<file path="config.mk">
export PLATFORM = sky130hd
export DESIGN_NAME = lvm_ctrl
export DESIGN_NICKNAME = d
export VERILOG_FILES = /design/src/sv/lvm_pkg.sv /design/src/sv/lvm_ctrl.sv
export VERILOG_INCLUDE_DIRS = /design/src /design/src/sv
export SDC_FILE = /design/constraint.sdc
export NUM_CORES = 1
export LEC_CHECK = 0
export BUFFER_PORTS_ARGS = -buffer_cell sky130_fd_sc_hd__buf_2
export CORE_AREA = 5 5 42 44
export DETAILED_ROUTE_END_ITERATION = 8
export DIE_AREA = 0 0 47 49
export SLEW_MARGIN = 10
export SYNTH_ARGS = -nofsm -noshare
export SYNTH_HDL_FRONTEND = slang
export SYNTH_SLANG_ARGS = --single-unit
export TNS_END_PERCENT = 10
</file>
<file path="constraint.sdc">
create_clock -name clk -period 0.97 [get_ports clk]
set_input_delay 0.1455 -clock clk [delete_from_list [all_inputs] [get_ports clk]]
set_output_delay 0.1455 -clock clk [all_outputs]
set_load 0.02 [all_outputs]
</file>
<file path="src/sv/local_variance_map_macros.svh">
// assertion helpers for the local variance map
`ifndef LOCAL_VARIANCE_MAP_MACROS_SVH
`define LOCAL_VARIANCE_MAP_MACROS_SVH

// same-cycle implication, clocked on clk, off during reset
`define LVM_ASSERT_NOW(lbl, ante, cons) \
	lbl: assert property (@(posedge clk) disable iff (!arst_n) (ante) |-> (cons)) \
		else $error("lvm assertion failed");

// next-cycle implication
`define LVM_ASSERT_NEXT(lbl, ante, cons) \
	lbl: assert property (@(posedge clk) disable iff (!arst_n) (ante) |=> (cons)) \
		else $error("lvm assertion failed");

`endif

</file>
<file path="src/sv/lvm_pkg.sv">
`timescale 1ns / 1ps
// ----------------------------------------------------------------------------
// lvm_pkg
// shared types and constants of the local variance map
// ----------------------------------------------------------------------------
package lvm_pkg;

	localparam int H_W     = 12;
	localparam int ROW_W   = 11;
	localparam int WIN_W   = 4;
	localparam int S_W     = 16;
	localparam int Q_W     = 24;
	localparam int NUM_W   = 32;
	localparam int DEN_W   = 16;
	localparam int DIVD_W  = NUM_W + 8;
	localparam int DCNT_W  = 6;
	localparam int VAR_W   = 22;
	localparam int HEIGHT_LIMIT = 2048;

	localparam logic [VAR_W-1:0] FLOOR_CODE = 22'd3;

	localparam logic [1:0] REG_WIDTH  = 2'd0;
	localparam logic [1:0] REG_HEIGHT = 2'd1;
	localparam logic [1:0] REG_WINDOW = 2'd2;

	localparam logic OP_PIXEL = 1'b0;
	localparam logic OP_FLUSH = 1'b1;

	typedef enum logic [2:0] {
		ST_IDLE,
		ST_SCAN,
		ST_RDLAST,
		ST_MUL,
		ST_DINIT,
		ST_DIV,
		ST_DONE
	} state_t;

	typedef struct packed {
		logic accept;
		logic scan_step;
		logic mul;
		logic div_init;
		logic div_step;
		logic load;
	} cmd_t;

	typedef struct packed {
		logic emit;
		logic scan_last;
		logic div_last;
		logic out_busy;
	} sts_t;

endpackage

</file>
<file path="src/sv/lvm_ctrl.sv">
`timescale 1ns / 1ps
`include "local_variance_map_macros.svh"
// ----------------------------------------------------------------------------
// lvm_ctrl
// sequencer: accept, window scan, multiply, divide, hand over
// ----------------------------------------------------------------------------
module lvm_ctrl (
	input  logic          clk,
	input  logic          arst_n,
	input  logic          in_valid,
	output logic          in_ready,
	input  lvm_pkg::sts_t sts,
	output lvm_pkg::cmd_t cmd
);
	import lvm_pkg::*;

	state_t state_q, state_d;

	always_ff @(posedge clk or negedge arst_n) begin
		if (!arst_n) begin
			state_q <= ST_IDLE;
		end else begin
			state_q <= state_d;
		end
	end

	always_comb begin
		state_d  = state_q;
		cmd      = '0;
		in_ready = 1'b0;
		case (state_q)
			ST_IDLE: begin
				in_ready   = 1'b1;
				cmd.accept = in_valid;
				if (in_valid && sts.emit) state_d = ST_SCAN;
			end
			ST_SCAN: begin
				cmd.scan_step = 1'b1;
				if (sts.scan_last) state_d = ST_RDLAST;
			end
			ST_RDLAST: state_d = ST_MUL;
			ST_MUL: begin
				cmd.mul = 1'b1;
				state_d = ST_DINIT;
			end
			ST_DINIT: begin
				cmd.div_init = 1'b1;
				state_d      = ST_DIV;
			end
			ST_DIV: begin
				cmd.div_step = 1'b1;
				if (sts.div_last) state_d = ST_DONE;
			end
			ST_DONE: begin
				if (!sts.out_busy) begin
					cmd.load = 1'b1;
					state_d  = ST_IDLE;
				end
			end
			default: state_d = ST_IDLE;
		endcase
	end

	`LVM_ASSERT_NOW(a_cmd_onehot, 1'b1, $onehot0(cmd))
	`LVM_ASSERT_NEXT(a_scan_end, (state_q == ST_SCAN) && sts.scan_last, state_q == ST_RDLAST)
	`LVM_ASSERT_NEXT(a_div_end, (state_q == ST_DIV) && sts.div_last, state_q == ST_DONE)
	`LVM_ASSERT_NEXT(a_no_emit, cmd.accept && !sts.emit, state_q == ST_IDLE)

endmodule

</file>
==> results_dict.tcl, run 1 <==
set metrics [dict create \
    via_count 272 \
    synth-seq-cells 3 \
    initial_core_util_pct 18.2 \
    clkTransAtPathRegs_ps 40 \
    io_buffers 13 \
    wl_per_cell_um 9.83 \
    slew-limit-headroom_pct 89.1 \
    reg_top3 "state_q (3)" \
    pin_count 14 \
    vdd_drop_max_uv 1450 \
    viasPerCell 4.25 \
    grt_pass1_wl_mm 1.01 \
    hold_class "input port to async pin" \
    worstPathMaxFanout 7 \
    timing.fmax_mhz 752 \
    layoutNonFillerInstCount 64 \
    wl_um 629 \
    rsz0062_at_grt "yes" \
    antenna_left 0 \
    largest_reg_flops 3 \
    hpwl_um 462 \
    status "finished with violations" \
    setup_viol 9 \
    multi_input_area_um2 155 \
    slew_viol_final 0 \
    cts-root-buf "clkbuf_4" \
    synthArstFlopShare_pct 100 \
    crit_required_ps 820 \
    grt_antenna_before_repair 0 \
    coreArea_mm2 0.00140 \
    min_period_ps 1330 \
    leakagePower_nw 0.210 \
    clock-sinks 3 \
    synth_top_area_share_pct 29.4 \
    crit_chain "nor3_4 -> and2_4 -> buf_6" \
    hold_viol_final 0 \
    cp-start-kind "flip-flop" \
    yosysSeqAreaShare_pct 29.4 \
    syn_inst 26 \
    clock_skew_ps 1.04 \
    netlist_area_um2 255 \
    layout-drive-gt1-share_pct 75.0 \
    yosys.area.top_type "dfrtp_1" \
    gp_congestion 0.733 \
    die_area_mm2 0.00230 \
    synth_edf_count 0 \
    rows 14 \
    synth_cell_types 20 \
    nNetsFinal 56 \
    crit_slowest_cell "dfrtp_2" \
    drt_iter0_markers 1 \
    fin_ws_ps -359 \
    synthFlopType "dfrtp_1" \
    grt_pass1_vias 267 \
    dp.cells 55 \
    synth_common_cells "dfrtp_1 (3), buf_6 (2), nand2_1 (2), nor3_1 (2), o21ai_0 (2)" \
    worst_pin_slew_ps 161 \
    fp.dieW_um 47 \
    ys.warnings.count 0 \
    pwr_density_cell_mw_per_mm2 3420 \
    clock_path_buffers 2 \
    regArea_um2 78.8 \
    largest-register "state_q" \
    cpPeakStageDelay_ps 450 \
    clk_latency_ps 240 \
    drc 0 \
    yosysMostFrequentCell "dfrtp_1" \
    cts_tree "built" \
    area_delta_synth_final_pct 72.1 \
    crit_path_end_kind "output pin" \
    synth_fp_nets 33 \
    h-tree-depth 1 \
    synth.area.top_cells "dfrtp_1 (29%), buf_6 (8.8%), mux2i_4 (8.8%)" \
    dr.pass1.iters 2 \
    setup.worst_path.class "flip-flop to output pin" \
    cts_made_buffers 3 \
    violations "negative setup slack" \
    die_h_um 49 \
    fillers 160 \
    tns_ps -2240 \
    min_period_over_period_pct 137 \
    syn_area_per_cell_um2 9.82 \
    grt_usage_pct 6.58 \
    grt_max_degree 9 \
    diodes 0 \
    cap_violations 0 \
    gr-total-overflow 0 \
    worstPathArrival_ps 1180 \
]
[timing repair]
| item | 4_1_cts | 5_1_grt |
|---|---|---|
| gates resized for setup | 11 | 1 |
| endpoints found under the hold margin | 3 | 0 |
| pin swaps | 1 | 4 |
| buffers inserted | 3 | 1 |
| endpoints found under the setup margin | 10 | 10 |
| hold buffers | 1 | 0 |
[worst max-delay path, delay by kind of cell, from the launching register on]
family	cells	cell delay, ps
DFF	1	450
and+or+nand+nor	2	380
buffers and inverters	1	110
[cell families after synthesis]
family | after synthesis | share of synthesized area, %
AOI/OAI and AO/OA | 6 | 16.7
and+or+nand+nor | 11 | 30.4
DFF | 3 | 29.4
buffers and inverters | 5 | 14.7
muxes | 1 | 8.82
[worst paths after layout]
check	from	to	slack (ps)	cells past startpoint
max in group asynchronous	arst_n	state_q[2]	620	2
setup / recovery	state_q[0]	cmd[5]	-360	3
min in group clk	sts[2]	state_q[0]	230	4
hold / removal	arst_n	state_q[0]	230	2
setup reg to reg	state_q[2]	state_q[0]	-120	4
hold reg to reg	state_q[0]	state_q[0]	650	2
[stage by stage]
step / cell area [um2] / setup WS [ps] / power (mW) / util [%] / hold slack [ps]
CTS: 428 / -376 / 1.47 / 30.5 / 228
finish: 439 / -359 / 1.50 / 31.3 / 227
global route: 439 / -399 / 1.61 / 31.3 / 229
global placement: 340 / -215 / 1.07 / 24.3 / -58.7
detailed placement: 340 / -235 / 1.07 / 24.3 / -59.1
floorplan: 263 / -205 / 0.919 / - / -150
[report_power, final]
group / internal [mW] / switching, mW
Sequential: 0.199 / 0.140
Combinational: 0.533 / 0.404
Clock: 0.155 / 0.0705
[layout by cell type (no fill, tap or decap), types with 2 or more instances in the layout]
master | Yosys | routed
clkbuf_4 | 0 | 3
nand2_1 | 2 | 2
buf_4 | 1 | 9
o21ai_0 | 2 | 2
buf_6 | 2 | 3
buf_2 | 0 | 8
dfrtp_2 | 0 | 3
[metal layers]
| metal | global-route usage (%) | part of all wire [%] | vias to the layer above |
|---|---|---|---|
| li1 | - | - | 132 |
| met1 | 6.24 | 37 | 123 |
| met2 | 9.05 | 48 | 13 |
| met3 | 1.48 | 8.3 | 4 |
| met4 | 9.68 | 6.7 | 0 |
| met5 | 0 | 0 | - |
[cell type report]
type                    count  area share [%]
multi-input cells          18            35.3
repair buffers             21            34.5
clock buffers               4            5.98
well taps                  16            4.56
inverters                   2            1.71
flip-flops and latches      3            17.9
Power figures use the tool's default switching activity.
==> inputs of run 2 (changes only) <==
RECOVER_POWER = 100   (was default)
SETUP_SLACK_MARGIN = 0.02   (was default)
==> run 2 against run 1 <==
The run still ends with negative setup slack left. Critical path type unchanged. Critical path depth unchanged. Worst setup slack unchanged. Total power about the same. Combinational power about the same. Sequential share of layout area up 0.051 points. Clock power about the same.
==> results_dict.tcl, run 2 (synthesis gave the netlist of run 1 again) <==
set metrics [dict create \
    hold_path_depth 4 \
    leakagePower_nw 0.207 \
    seqPwrFrac_pct 22.6 \
    status "finished with violations" \
    r2r_slack_ps -120 \
    p_int_uw 886 \
    worst_pin_slew_ps 161 \
    die_h_um 49 \
    slew_viol_final 0 \
    cts-root-buf "clkbuf_4" \
    layout-drive-gt1-share_pct 72.9 \
    cts_made_buffers 3 \
    viasPerCell 4.23 \
    timing.fmax_mhz 752 \
    clock_path_buffers 2 \
    h-tree-depth 1 \
    hpwl_um 462 \
    gr-total-overflow 0 \
    reg_top3 "state_q (3)" \
    vdd_drop_max_uv 1450 \
    clk_latency_ps 240 \
    io_buffers 13 \
    gp_congestion 0.733 \
    worst-path-buf-inv 1 \
    setup_viol 9 \
    violations "negative setup slack" \
    stdcell_area_um2 438 \
    cap_violations 0 \
    grt_antenna_before_repair 0 \
    initial_core_util_pct 18.2 \
    pin_count 14 \
    drc 0 \
    hold_viol_final 0 \
    crit_chain "nor3_4 -> and2_4 -> buf_6" \
    largest_reg_flops 3 \
    nNetsFinal 56 \
    r2r_start "state_q[2]" \
    area_delta_synth_final_pct 71.6 \
    die_area_mm2 0.00230 \
    wl_per_cell_um 9.84 \
    crit_cells 3 \
    clock_skew_ps 1.04 \
    hold_path_end "state_q[0]" \
    via_count 271 \
    clockPowerShare_pct 15.0 \
    tns_ps -2240 \
    fp.dieW_um 47 \
    largest-register "state_q" \
    crit_path_end_kind "output pin" \
    worstPathMaxFanout 7 \
    worstRegToRegCells 4 \
    worstPathArrival_ps 1180 \
    crit_slowest_cell "dfrtp_2" \
    reg2reg_to "state_q[0]" \
    wl_um 630 \
    fillers 161 \
    path_delay_family "flip-flops" \
    dr.pass1.iters 2 \
    combPwrFrac_pct 62.4 \
    diodes 0 \
    clock-sinks 3 \
    setup.worst_path.class "flip-flop to output pin" \
    min_from "sts[2]" \
    grt_pass1_wl_mm 1.01 \
    antenna_left 0 \
    clkTransAtPathRegs_ps 40 \
    slew-limit-headroom_pct 89.1 \
    p_sw_share_pct 41.0 \
    cp-start-kind "flip-flop" \
    cts_tree "built" \
    min_period_ps 1330 \
    coreArea_mm2 0.00140 \
    grt_max_degree 9 \
    pwr_density_cell_mw_per_mm2 3430 \
    final_cell_mix "buf_4 (9), buf_2 (7), clkbuf_4 (3), buf_6 (3), dfrtp_2 (3)" \
    hold_class "input port to flip-flop" \
    postPlaceCellArea_um2 340 \
    cpPeakStageDelay_ps 450 \
    drt_iter0_markers 1 \
    rows 14 \
    fin_ws_ps -359 \
    crit_required_ps 820 \
    p_sw_uw 615 \
    grt_usage_pct 6.58 \
    layout_commonest_cell "buf_4" \
    grt_pass1_vias 267 \
    rsz0062_at_grt "yes" \
    min_period_over_period_pct 137 \
]
[run 2: routing by layer]
layer | wire, um | up-vias | global-route usage (%)
met5 | 0 | - | 0
met4 | 42 | 0 | 9.68
met3 | 52 | 4 | 1.48
met2 | 300 | 13 | 9.05
met1 | 234 | 122 | 6.24
li1 | - | 132 | -
[run 2: worst register-to-register path: stages, from the launching register on]
cell and delay (ps):
dfrtp_2 420, buf_4 160, mux2i_4 240, nand2b_2 80, a21oi_2 120
[run 2: how the worst max path moves through the flow]
| stage | end | slack, ps | from |
|---|---|---|---|
| 2_1_floorplan | cmd[5] | -210 | state_q[2] |
| 3_3_place_gp | cmd[5] | -210 | state_q[2] |
| 3_5_place_dp | cmd[5] | -230 | state_q[2] |
| 4_1_cts | cmd[5] | -380 | state_q[1] |
| 5_1_grt | cmd[5] | -400 | state_q[0] |
| 6_report | cmd[5] | -360 | state_q[0] |
[run 2: area by class of cell]
cell class	instances	area (um2)	area share (%)
Sequential cell	3	78.8	18.0
Clock buffer	4	26.3	6.00
Tap cell	16	20.0	4.57
Timing Repair Buffer	21	150	34.3
Inverter	2	7.51	1.71
Multi-Input combinational cell	18	155	35.4
[run 2: through the flow]
step / std cells / hold WS (ps) / setup slack [ps] / utilization [%] / power (mW)
after CTS: 63 / 228 / -376 / 30.5 / 1.47
after detailed placement: 55 / -59.1 / -235 / 24.3 / 1.07
after global placement: 55 / -58.7 / -215 / 24.3 / 1.07
final: 64 / 227 / -359 / 31.3 / 1.50
after floorplan: 26 / -150 / -205 / - / 0.919
after global routing: 64 / 229 / -399 / 31.3 / 1.61
[run 2: timing repair]
action                     4_1_cts  5_1_grt
pin swaps                        1        4
hold buffers                     1        0
gates resized for setup         11        1
setup endpoints to repair       10       10
setup buffers                    3        1
hold endpoints to repair         3        0
[run 2: power groups by stage]
stage	registers [mW]	clock network (mW)	logic (mW)
detailed placement	0.356	0	0.713
CTS	0.343	0.229	0.894
global placement	0.356	0	0.711
global route	0.359	0.240	1.01
floorplan	0.207	0	0.712
finish	0.339	0.225	0.936
==> inputs of run 3 (changes only) <==
SKIP_LAST_GASP = 1   (was default)
==> run 3 against run 2 <==
The flow still finishes with violations (negative setup slack). Die area is the same. Clock-buffer cell count is the same. Total power shrank 6.1%. Critical path type unchanged.
==> results_dict.tcl, run 3 (synthesis gave the netlist of run 1 again) <==
set metrics [dict create \
    status "finished with violations" \
    violations "negative setup slack" \
    rows 14 \
    leakagePower_nw 0.201 \
    io_buffers 13 \
    drt_iter0_markers 1 \
    clock-sinks 3 \
    crit_slowest_cell "dfrtp_2" \
    layout_commonest_cell "buf_2" \
    die_h_um 49 \
    hold_class "input port to flip-flop" \
    grt_pass1_vias 267 \
    layout-drive-gt1-share_pct 68.1 \
    pin_count 14 \
    hold_path_depth 4 \
    via_count 265 \
    drc 0 \
    cts_tree "built" \
    h-tree-depth 1 \
    slew_viol_final 0 \
    cp-start-kind "flip-flop" \
    antenna_left 0 \
    fp.dieW_um 47 \
    utilization_pct 29.2 \
    clkTransAtPathRegs_ps 40 \
    tns_ps -2340 \
    crit_chain "nor3_4 -> and2_4 -> buf_6" \
    gr-total-overflow 0 \
    final_cell_mix "buf_2 (10), buf_4 (7), clkbuf_4 (3)" \
    worstRegToRegCells 4 \
    cpPeakStageDelay_ps 440 \
    layoutNonFillerInstCount 63 \
    min_period_ps 1320 \
    vdd_drop_max_uv 1360 \
    worstPathMaxFanout 5 \
    clock_path_buffers 2 \
    setup_viol 9 \
    cts_made_buffers 3 \
    reg_top3 "state_q (3)" \
    grt_antenna_before_repair 0 \
    largest-register "state_q" \
    clock_skew_ps 0.785 \
    clk_latency_ps 240 \
    crit_path_end_kind "output pin" \
    area_delta_synth_final_pct 60.3 \
    rsz0062_at_grt "yes" \
    grt_usage_pct 6.65 \
    coreArea_mm2 0.00140 \
    hpwl_um 462 \
    grt_max_degree 9 \
    initial_core_util_pct 18.2 \
    hold_viol_final 0 \
    die_area_mm2 0.00230 \
    min_period_over_period_pct 136 \
    fillers 164 \
    timing.fmax_mhz 760 \
    worst_pin_slew_ps 297 \
    worstPathArrival_ps 1170 \
    setup.worst_path.class "flip-flop to output pin" \
    wl_per_cell_um 9.83 \
    cap_violations 0 \
    diodes 0 \
    cts-root-buf "clkbuf_4" \
    slew-limit-headroom_pct 80.2 \
    nNetsFinal 55 \
    largest_reg_flops 3 \
    dp.cells 55 \
    fin_ws_ps -345 \
    wl_um 619 \
    grt_pass1_wl_mm 1.02 \
    crit_required_ps 820 \
    gp_congestion 0.733 \
    pwr_density_cell_mw_per_mm2 3450 \
    viasPerCell 4.21 \
    dr.pass1.iters 2 \
]
[run 3: cell count changes in the layout (fill, tap and decap cells not counted), sizes merged]
cell,previous run,this run
buf,19,18
[run 3: per-layer routing]
| layer | vias to the layer above | track usage (%) | part of all wire, % |
|---|---|---|---|
| met4 | 0 | 9.68 | 6.8 |
| met5 | - | 0 | 0 |
| met1 | 118 | 6.01 | 37 |
| li1 | 130 | - | - |
| met2 | 13 | 9.50 | 48 |
| met3 | 4 | 1.48 | 8.4 |
[run 3: layout make-up]
cell class,count,area (um2),share of cell area (%)
sequential,3,77.6,19.0
inverter,2,7.51,1.83
clock buffer,4,26.3,6.42
multi-input combinational,18,150,36.7
timing repair buffer,20,128,31.2
tap,16,20.0,4.89
[run 3: worst paths after layout]
path / start / end / slack [ps]
min in group asynchronous: arst_n / state_q[0] / 250
max in group asynchronous: arst_n / state_q[2] / 560
worst min register to register: state_q[1] / state_q[1] / 680
worst max-delay path: state_q[2] / cmd[5] / -350
worst max register to register: state_q[2] / state_q[0] / -110
worst min-delay path: sts[2] / state_q[0] / 230
[run 3: worst max-delay path: cells and delay by family (launching register included)]
family                 cells  cell delay, ps
and+or+nand+nor            2             380
buffers and inverters      1             110
DFF                        1             440
[run 3: what timing repair did]
action / CTS / global route
setup buffers: 3 / 0
hold buffers: 1 / 0
endpoints found under the setup margin: 10 / 10
gates resized for setup: 4 / 1
pin swaps: 1 / 1
endpoints found under the hold margin: 3 / 0
[run 3: through the flow]
| step | total power [mW] | setup slack, ps | area [um2] | hold WS, ps |
|---|---|---|---|---|
| global route | 1.52 | -401 | 409 | 233 |
| CTS | 1.41 | -376 | 408 | 231 |
| global placement | 1.07 | -215 | 340 | -58.7 |
| floorplan | 0.919 | -205 | 263 | -150 |
| detailed placement | 1.07 | -235 | 340 | -59.1 |
| finish | 1.41 | -345 | 409 | 231 |
[run 3: where the power goes]
group          switching (mW)  internal [mW]  total (mW)
registers               0.141          0.194       0.335
logic                   0.384          0.467       0.851
clock network          0.0700          0.154       0.224
